--- src/sv/bsg_pkg.sv ---
// Shared types, constants and coefficient tables for the battery fuel gauge.
// Used by bsg_ctrl, bsg_dp and battery_soc_gauge; depends on nothing else.
`default_nettype none

package bsg_pkg;

	// State of charge is Q1.30; full charge is exactly 1.0.
	localparam logic [30:0] ONE_Q30       = 31'h4000_0000;
	localparam logic [30:0] DEPLETE_LIMIT = 31'd10737418;
	localparam logic [30:0] CHARGE_RESET  = ONE_Q30;
	localparam logic [31:0] SCALE_RESET   = 32'd781874935;
	localparam logic [31:0] RETAIN_RESET  = 32'hFFFF_FFFF;

	localparam logic [18:0] OV_MAX = 19'h7FFFF;
	localparam logic [19:0] RS_MAX = 20'hFFFFF;

	// Configuration register indexes.
	localparam logic [1:0] REG_INITIAL_CHARGE = 2'd0;
	localparam logic [1:0] REG_CHARGE_SCALE   = 2'd1;
	localparam logic [1:0] REG_RETAIN_FACTOR  = 2'd2;

	// Polynomial select.
	localparam logic POLY_VOLT = 1'b0;
	localparam logic POLY_RES  = 1'b1;

	// Number of Horner steps after the leading coefficient.
	localparam logic [2:0] HORNER_STEPS = 3'd4;

	typedef enum logic [3:0] {
		ST_IDLE,
		ST_CMUL,
		ST_CHG,
		ST_RMUL,
		ST_RET,
		ST_SEED,
		ST_HMUL,
		ST_HACC,
		ST_FIN,
		ST_OUT
	} state_t;

	typedef enum logic [3:0] {
		OP_NONE,
		OP_LOAD,
		OP_MUL,
		OP_CHG,
		OP_RET,
		OP_SEED,
		OP_HACC,
		OP_FIN,
		OP_OUT
	} dp_op_t;

	typedef struct packed {
		dp_op_t     op;
		logic       poly;
		logic [2:0] step;
	} dp_cmd_t;

	typedef struct packed {
		logic out_free;
	} dp_stat_t;

	// Voltage coefficients are Q24, resistance coefficients Q40, highest power first.
	function automatic logic signed [33:0] coef(input logic poly, input logic [2:0] k);
		logic signed [33:0] c;
		c = '0;
		case ({poly, k})
			{POLY_VOLT, 3'd0}: c = -34'sd312868712;
			{POLY_VOLT, 3'd1}: c =  34'sd749855321;
			{POLY_VOLT, 3'd2}: c = -34'sd614052331;
			{POLY_VOLT, 3'd3}: c =  34'sd210696961;
			{POLY_VOLT, 3'd4}: c =  34'sd34471230;
			{POLY_RES,  3'd0}: c = -34'sd500541673;
			{POLY_RES,  3'd1}: c =  34'sd1275697371;
			{POLY_RES,  3'd2}: c = -34'sd1009593567;
			{POLY_RES,  3'd3}: c =  34'sd194613558;
			{POLY_RES,  3'd4}: c =  34'sd113568556;
			default:           c = '0;
		endcase
		return c;
	endfunction

endpackage

`default_nettype wire

--- src/sv/bsg_ctrl.sv ---
// Fuel gauge state machine: one datapath command per cycle, none while it waits.
// Depends on bsg_pkg for the state, command and status types and the constants.
`default_nettype none

module bsg_ctrl import bsg_pkg::*; (
	input  wire logic     clk,
	input  wire logic     arst_n,
	input  wire logic     in_valid,
	output logic          in_stall,
	input  wire dp_stat_t stat,
	output dp_cmd_t       cmd
);

	state_t     state_q, state_nxt;
	logic       poly_q;
	logic [2:0] step_q;

	always_ff @(posedge clk or negedge arst_n) begin
		if (!arst_n) begin
			state_q <= ST_IDLE;
			poly_q  <= POLY_VOLT;
			step_q  <= '0;
		end else begin
			state_q <= state_nxt;
			case (state_q)
				ST_RET:  poly_q <= POLY_VOLT;
				ST_SEED: step_q <= 3'd1;
				ST_HACC: step_q <= step_q + 3'd1;
				ST_FIN:  poly_q <= POLY_RES;
				default: ;
			endcase
		end
	end

	always_comb begin
		state_nxt = state_q;
		case (state_q)
			ST_IDLE: if (in_valid) state_nxt = ST_CMUL;
			ST_CMUL: state_nxt = ST_CHG;
			ST_CHG:  state_nxt = ST_RMUL;
			ST_RMUL: state_nxt = ST_RET;
			ST_RET:  state_nxt = ST_SEED;
			ST_SEED: state_nxt = ST_HMUL;
			ST_HMUL: state_nxt = ST_HACC;
			ST_HACC: state_nxt = (step_q == HORNER_STEPS) ? ST_FIN : ST_HMUL;
			ST_FIN:  state_nxt = (poly_q == POLY_VOLT) ? ST_SEED : ST_OUT;
			ST_OUT:  if (stat.out_free) state_nxt = ST_IDLE;
			default: state_nxt = ST_IDLE;
		endcase
	end

	always_comb begin
		cmd.op   = OP_NONE;
		cmd.poly = poly_q;
		cmd.step = step_q;
		in_stall = 1'b1;
		case (state_q)
			ST_IDLE: begin
				in_stall = 1'b0;
				if (in_valid) cmd.op = OP_LOAD;
			end
			ST_CMUL: cmd.op = OP_MUL;
			ST_CHG:  cmd.op = OP_CHG;
			ST_RMUL: cmd.op = OP_MUL;
			ST_RET:  cmd.op = OP_RET;
			ST_SEED: cmd.op = OP_SEED;
			ST_HMUL: cmd.op = OP_MUL;
			ST_HACC: cmd.op = OP_HACC;
			ST_FIN:  cmd.op = OP_FIN;
			ST_OUT:  if (stat.out_free) cmd.op = OP_OUT;
			default: cmd.op = OP_NONE;
		endcase
	end

endmodule

`default_nettype wire

--- src/sv/bsg_dp.sv ---
// Datapath of the fuel gauge: configuration, charge state, one shared 32x32 multiplier,
// Horner accumulator and the output register. Depends on bsg_pkg.
`default_nettype none

module bsg_dp import bsg_pkg::*; (
	input  wire logic               clk,
	input  wire logic               arst_n,
	input  wire dp_cmd_t            cmd,
	output dp_stat_t                stat,
	input  wire logic               cfg_valid,
	input  wire logic [1:0]         cfg_index,
	input  wire logic [31:0]        cfg_data,
	input  wire logic signed [23:0] current,
	output logic                    out_valid,
	input  wire logic               out_stall,
	output logic [30:0]             charge_level,
	output logic [18:0]             open_voltage,
	output logic [19:0]             series_resistance,
	output logic                    depleted
);

	logic [31:0]        scale_q;
	logic [31:0]        retain_q;
	logic [30:0]        charge_q;
	logic signed [23:0] last_q;

	logic [31:0]        mag_q;
	logic               neg_q;
	logic [31:0]        mulb_q;
	logic [63:0]        prod_q;
	logic signed [33:0] acc_q;
	logic [18:0]        ov_q;
	logic [19:0]        rs_q;

	logic               out_valid_q;
	logic [30:0]        level_q;
	logic [18:0]        volt_q;
	logic [19:0]        res_q;
	logic               depl_q;

	// Trapezoid sum of this and the previous sample.
	logic signed [24:0] sum;
	logic [24:0]        sum_mag;
	assign sum     = 25'(current) + 25'(last_q);
	assign sum_mag = sum[24] ? 25'(-sum) : 25'(sum);

	// Charge update: t = charge -/+ round(|sum| * scale / 2^32), floored at zero.
	logic [63:0]        rnd32;
	logic [25:0]        dchg;
	logic signed [32:0] t_raw;
	logic [31:0]        t_cl;
	assign rnd32 = prod_q + 64'h0000_0000_8000_0000;
	assign dchg  = rnd32[57:32];
	assign t_raw = neg_q ? (33'({2'b00, charge_q}) + 33'(dchg))
	                     : (33'({2'b00, charge_q}) - 33'(dchg));
	assign t_cl  = t_raw[32] ? '0 : t_raw[31:0];

	// Self-discharge result, clamped to full charge.
	logic [31:0] soc_raw;
	logic [30:0] soc;
	assign soc_raw = rnd32[63:32];
	assign soc     = (soc_raw > 32'(ONE_Q30)) ? ONE_Q30 : soc_raw[30:0];

	// Horner step: acc = signed round(|acc| * soc / 2^30) + c[k].
	logic [63:0]        rnd30;
	logic [33:0]        hq;
	logic signed [33:0] hterm;
	logic signed [33:0] acc_new;
	logic signed [33:0] acc_abs;
	assign rnd30   = prod_q + 64'h0000_0000_2000_0000;
	assign hq      = rnd30[63:30];
	assign hterm   = neg_q ? -$signed(hq) : $signed(hq);
	assign acc_new = hterm + coef(cmd.poly, cmd.step);
	assign acc_abs = acc_new[33] ? -acc_new : acc_new;

	logic signed [33:0] seed;
	logic signed [33:0] seed_abs;
	assign seed     = coef(cmd.poly, 3'd0);
	assign seed_abs = seed[33] ? -seed : seed;

	// Final scaling by 2^-8 with saturation; a negative sum always ends at zero.
	logic [33:0] fin_rnd;
	logic [25:0] fin_val;
	logic [18:0] ov_sat;
	logic [19:0] rs_sat;
	assign fin_rnd = acc_q + 34'sd128;
	assign fin_val = fin_rnd[33:8];
	assign ov_sat  = acc_q[33] ? '0 : ((fin_val > 26'(OV_MAX)) ? OV_MAX : fin_val[18:0]);
	assign rs_sat  = acc_q[33] ? '0 : ((fin_val > 26'(RS_MAX)) ? RS_MAX : fin_val[19:0]);

	always_ff @(posedge clk or negedge arst_n) begin
		if (!arst_n) begin
			scale_q  <= SCALE_RESET;
			retain_q <= RETAIN_RESET;
			charge_q <= CHARGE_RESET;
			last_q   <= '0;
		end else begin
			if (cmd.op == OP_LOAD) last_q <= current;
			if (cmd.op == OP_RET) charge_q <= soc;
			if (cfg_valid) begin
				case (cfg_index)
					REG_INITIAL_CHARGE:
						charge_q <= (cfg_data[30:0] > ONE_Q30) ? ONE_Q30 : cfg_data[30:0];
					REG_CHARGE_SCALE:  scale_q  <= cfg_data;
					REG_RETAIN_FACTOR: retain_q <= cfg_data;
					default: ;
				endcase
			end
		end
	end

	// Working registers hold payload only and need no reset.
	always_ff @(posedge clk) begin
		case (cmd.op)
			OP_LOAD: begin
				neg_q  <= sum[24];
				mag_q  <= 32'(sum_mag);
				mulb_q <= scale_q;
			end
			OP_MUL: prod_q <= mag_q * mulb_q;
			OP_CHG: begin
				neg_q  <= 1'b0;
				mag_q  <= t_cl;
				mulb_q <= retain_q;
			end
			OP_SEED: begin
				acc_q  <= seed;
				neg_q  <= seed[33];
				mag_q  <= seed_abs[31:0];
				mulb_q <= 32'(charge_q);
			end
			OP_HACC: begin
				acc_q <= acc_new;
				neg_q <= acc_new[33];
				mag_q <= acc_abs[31:0];
			end
			OP_FIN: begin
				if (cmd.poly == POLY_VOLT) ov_q <= ov_sat;
				else rs_q <= rs_sat;
			end
			OP_OUT: begin
				level_q <= charge_q;
				volt_q  <= ov_q;
				res_q   <= rs_q;
				depl_q  <= (charge_q <= DEPLETE_LIMIT);
			end
			default: ;
		endcase
	end

	always_ff @(posedge clk or negedge arst_n) begin
		if (!arst_n) begin
			out_valid_q <= 1'b0;
		end else if (cmd.op == OP_OUT) begin
			out_valid_q <= 1'b1;
		end else if (!out_stall) begin
			out_valid_q <= 1'b0;
		end
	end

	assign stat.out_free     = !out_valid_q || !out_stall;
	assign out_valid         = out_valid_q;
	assign charge_level      = level_q;
	assign open_voltage      = volt_q;
	assign series_resistance = res_q;
	assign depleted          = depl_q;

endmodule

`default_nettype wire

--- src/sv/battery_soc_gauge.sv ---
// Coulomb-counting fuel gauge: one result per current sample.
// A sample is worked through in full before the next is taken: in_stall stays high from
// the load until the result is registered, and the next sample is taken back in idle.
// The pace is set by the single shared 32x32 multiplier: two charge products and two
// four-step Horner polynomials, each product followed by its update. A held result delays only the end.
// Reset (arst_n low) loads the register defaults, full charge and a zero previous sample.
`default_nettype none

module battery_soc_gauge import bsg_pkg::*; (
	input  wire logic               clk,
	input  wire logic               arst_n,
	input  wire logic               cfg_valid,
	output logic                    cfg_ready,
	input  wire logic [1:0]         cfg_index,
	input  wire logic [31:0]        cfg_data,
	input  wire logic               in_valid,
	output logic                    in_stall,
	input  wire logic signed [23:0] current,
	output logic                    out_valid,
	input  wire logic               out_stall,
	output logic [30:0]             charge_level,
	output logic [18:0]             open_voltage,
	output logic [19:0]             series_resistance,
	output logic                    depleted
);

	dp_cmd_t  cmd;
	dp_stat_t stat;

	// Register writes are always accepted.
	assign cfg_ready = 1'b1;

	bsg_ctrl u_ctrl (
		.clk      (clk),
		.arst_n   (arst_n),
		.in_valid (in_valid),
		.in_stall (in_stall),
		.stat     (stat),
		.cmd      (cmd)
	);

	bsg_dp u_dp (
		.clk               (clk),
		.arst_n            (arst_n),
		.cmd               (cmd),
		.stat              (stat),
		.cfg_valid         (cfg_valid),
		.cfg_index         (cfg_index),
		.cfg_data          (cfg_data),
		.current           (current),
		.out_valid         (out_valid),
		.out_stall         (out_stall),
		.charge_level      (charge_level),
		.open_voltage      (open_voltage),
		.series_resistance (series_resistance),
		.depleted          (depleted)
	);

endmodule

`default_nettype wire

--- config.mk ---
export PLATFORM = sky130hd
export DESIGN_NAME = battery_soc_gauge
export DESIGN_NICKNAME = d
export VERILOG_FILES = /design/src/sv/bsg_pkg.sv /design/src/sv/bsg_ctrl.sv /design/src/sv/bsg_dp.sv /design/src/sv/battery_soc_gauge.sv
export SDC_FILE = /design/constraint.sdc
export NUM_CORES = 2
export LEC_CHECK = 0
export ABC_AREA = 1
export BUFFER_PORTS_ARGS = -buffer_cell sky130_fd_sc_hd__buf_4
export CAP_MARGIN = 20
export CORE_MARGIN = 3
export CORE_UTILIZATION = 25
export DETAILED_ROUTE_END_ITERATION = 8
export PLACE_DENSITY = 0.45
export SYNTH_ARGS = -nofsm -noshare
export SYNTH_HDL_FRONTEND = slang
export SYNTH_HIERARCHICAL = 1
export SYNTH_SLANG_ARGS = --single-unit
--- constraint.sdc ---
create_clock -name clk -period 7.8 [get_ports clk]
set_input_delay 0.78 -clock clk [delete_from_list [all_inputs] [get_ports clk]]
set_output_delay 0.78 -clock clk [all_outputs]
set_load 0.01 [all_outputs]
==> run summary <==
Clock latency at the later pin of the worst-skew pair -> 0.67 ns
Worst Reg-to-Reg Cells -> 27
Area of the mapped netlist -> 0.0618 mm^2
Number of flops mapped to enable cells by yosys -> 237
DPL Wire Length -> 193000 um
Final GP Congestion -> 0.938
Layout Utilization -> 28.6%
Final Skew -> 0.0529 ns
CTS clk-pin slew, worst paths -> 0.07 ns
First-pass GRT wire length -> 350000 um
Nets@finish -> 9804
Initial antenna violation count -> 10
CP Data Required Time -> 8.23 ns
Die X -> 503 um
Crit share post-route -> 95.9%
Synth Net Count -> 9660
FMAX -> 134 MHz
Avg Vias per Cell -> 4.53
GRT overflow -> 0
Post-cts sizing count -> 0
Core area -> 0.245 mm^2
Final count of negative-setup-slack endpoints -> 0
R2r startpoint -> u_dp/mulb_q[12]$_DFFE_PP_
Total global-route track usage -> 18.1%
Ys Warns -> 6
Initial Utilization -> 25.3%
RSZ-0062 raised after global routing -> yes
Worst setup margin -> 0.322 ns
Actual slew at the worst max-slew pin -> 1.19 ns
Final Max Tran Viols -> 0
Cells after DPL -> 11600
Reg2reg setup slack -> 0.32 ns
Root Buffer -> clkbuf_16
DRC viols -> 0
CP Capture Type -> flop
Final Non-Filler Cells -> 11700
Final hold violation count -> 0
CP peak stage delay -> 0.63 ns
Share of layout cells above drive strength 1 -> 7.51%
Crit Path Category -> flop to flop
#FFs+latches synth -> 365
Worst setup SP type -> flop
Num rows -> 181
DP Area -> 0.0682 mm^2
Worst r2r dst -> u_dp/prod_q[31]$_DFFE_PN_
Antenna Nets Post-Route -> 0
Critical Path AT -> 7.91 ns
PortBufs -> 135
CTS H-tree depth -> 2
Hold Path Class -> input port to asynchronous set/reset pin
Maxcap violations -> 0
Final WL -> 228000 um
CTS Buf Count -> 47
Cell variety after synth -> 66
P&R area growth vs syn -> 13.3%
IO Pins -> 137
Fraction of registers with async set/reset -> 35.1%
CTS tree -> yes
CP max-delay cell -> fa_1
Largest net degree at the start of global routing -> 75
Routed vias -> 53000
CTS Hold Bufs -> 0
DRT iter0 DRCs -> 3537
Finished layout cell area -> 0.0700 mm^2
Sink Count -> 365
Synthesized area per cell -> 7.43 um^2
Seq/Total Area, Yosys -> 16.8%
Dpl ws -> 0.161 ns
TritonRoute pass-1 iters -> 6
Fin crit period -> 7.48 ns
Wire per inst -> 19.5 um
Crit-path max FO -> 32
Status -> finished, final reports clean
Vias in the first global route -> 55200
Clock buffer depth -> 3
Relative slew slack -> 20.4%
Die area -> 0.253 mm^2
Commonest non-fill, non-tap cell in the layout -> nand2_1
Most frequent cells in the layout -> 2223 x nand2_1, 2136 x inv_1, 896 x fa_1
Critical path's most frequent cell -> fa_1
Cells after synthesis -> 8312
Synth Flop Type -> edfxtp_1
Setup bufs post-CTS -> 0
Die Span Y -> 503 um
-- area by class of cell --
cell class | count | area (um^2)
fillers | 26600 | 175000
multi-input cells | 5513 | 42300
flip-flops and latches | 365 | 10400
inverters | 2148 | 8070
well taps | 3202 | 4010
repair buffers | 381 | 3550
clock buffers | 54 | 1240
clock inverters | 32 | 383
diodes | 8 | 20.0
-- cells in the mapped netlist, drive strengths merged, types with 5 or more instances --
| master | count | area share, % |
|---|---|---|
| inv | 2142 | 13 |
| a21oi | 322 | 2.6 |
| dfrtp | 75 | 3.0 |
| nand2 | 2238 | 14 |
| xor2 | 124 | 1.8 |
| nor3 | 73 | 0.59 |
| nand4 | 100 | 1.0 |
| buf | 17 | 0.19 |
| nor2 | 519 | 3.3 |
| nand3b | 23 | 0.28 |
| a21boi | 5 | 0.061 |
| a221oi | 6 | 0.085 |
| o211ai | 29 | 0.35 |
| nand3 | 315 | 2.7 |
| dfstp | 53 | 2.3 |
| clkinv | 6 | 0.036 |
| a21o | 16 | 0.19 |
| or2 | 14 | 0.14 |
| o21bai | 19 | 0.23 |
| o21a | 9 | 0.11 |
| a31oi | 36 | 0.36 |
| xnor2 | 42 | 0.60 |
| fa | 899 | 29 |
| ha | 386 | 7.8 |
| mux2 | 24 | 0.44 |
| o31ai | 8 | 0.097 |
| clkbuf | 269 | 1.6 |
| nor4 | 21 | 0.22 |
| edfxtp | 237 | 12 |
| o21ai | 249 | 2.0 |
-- metal layers --
metal / vias to the layer above / GRT usage, % / part of all wire [%] / wire [um]
met5: - / 0 / 0.023 / 52
met4: 8 / 4.69 / 2.8 / 6460
met3: 266 / 2.39 / 5.4 / 12400
met2: 1349 / 30.3 / 47 / 107000
met1: 26300 / 24.6 / 45 / 102000
li1: 25100 / - / - / -
-- sequential cells by signal (all words and copies together) (netlist names), 3 cells and up --
| name | count |
|---|---|
| u_dp/ov_q | 19 |
| u_ctrl/state_q | 4 |
| u_dp/retain_q | 32 |
| u_dp/last_q | 24 |
| u_dp/scale_q | 32 |
| u_dp/rs_q | 20 |
| u_dp/mulb_q | 32 |
| u_dp/mag_q | 32 |
| u_dp/acc_q | 27 |
| u_dp/series_resistance | 20 |
| u_ctrl/step_q | 3 |
| u_dp/prod_q | 35 |
| u_dp/open_voltage | 19 |
| u_dp/charge_level | 31 |
| u_dp/charge_q | 31 |
-- stage by stage --
stage          hold slack [ns]    TNS, ns
2_1_floorplan            0.400          0
3_3_place_gp             0.404          0
3_5_place_dp             0.406          0
4_1_cts                  0.103          0
5_1_grt                  0.157  -0.000314
6_report                 0.121          0
-- worst max path at each step --
stage / startpoint / to / slack [ns] / depth (start not counted)
2_1_floorplan: u_dp/mag_q[7]$_DFFE_PP_ / u_dp/prod_q[60]$_DFFE_PN_ / 0.86 / 29
3_3_place_gp: u_dp/mulb_q[19]$_DFFE_PP_ / u_dp/prod_q[57]$_DFFE_PN_ / 0.12 / 28
3_5_place_dp: u_dp/mulb_q[19]$_DFFE_PP_ / u_dp/prod_q[57]$_DFFE_PN_ / 0.16 / 28
4_1_cts: u_dp/mulb_q[19]$_DFFE_PP_ / u_dp/prod_q[57]$_DFFE_PN_ / 0.12 / 28
5_1_grt: u_dp/mag_q[10]$_DFFE_PP_ / u_dp/prod_q[39]$_DFFE_PN_ / -0.0003 / 32
6_report: u_dp/mulb_q[12]$_DFFE_PP_ / u_dp/prod_q[31]$_DFFE_PN_ / 0.32 / 27
-- critical path: cells and delay by family (launching register included) --
| kind | cells | cell delay, ns |
|---|---|---|
| fa+ha+maj | 9 | 4.62 |
| buf+inv | 9 | 0.98 |
| flops | 1 | 0.41 |
| compound gates | 5 | 0.80 |
| xor+xnor | 1 | 0.13 |
| simple gates | 3 | 0.28 |
-- kinds of logic (layout without fill, tap and decap cells) --
kind of cell    after synthesis  count (layout)  share of synthesized area, %
other cells                   1               9                       0.00607
simple gates               3315            3315                          22.0
buf+inv                    2434            2615                          14.9
compound gates              719             719                          6.41
xor+xnor                    167             167                          2.43
fa+ha+maj                  1285            1285                          37.0
flops                       365             365                          16.8
mux                          26              26                         0.470
Power is not shown: default switching activity piles up to over one toggle a cycle in this logic, so the estimate is an artifact.
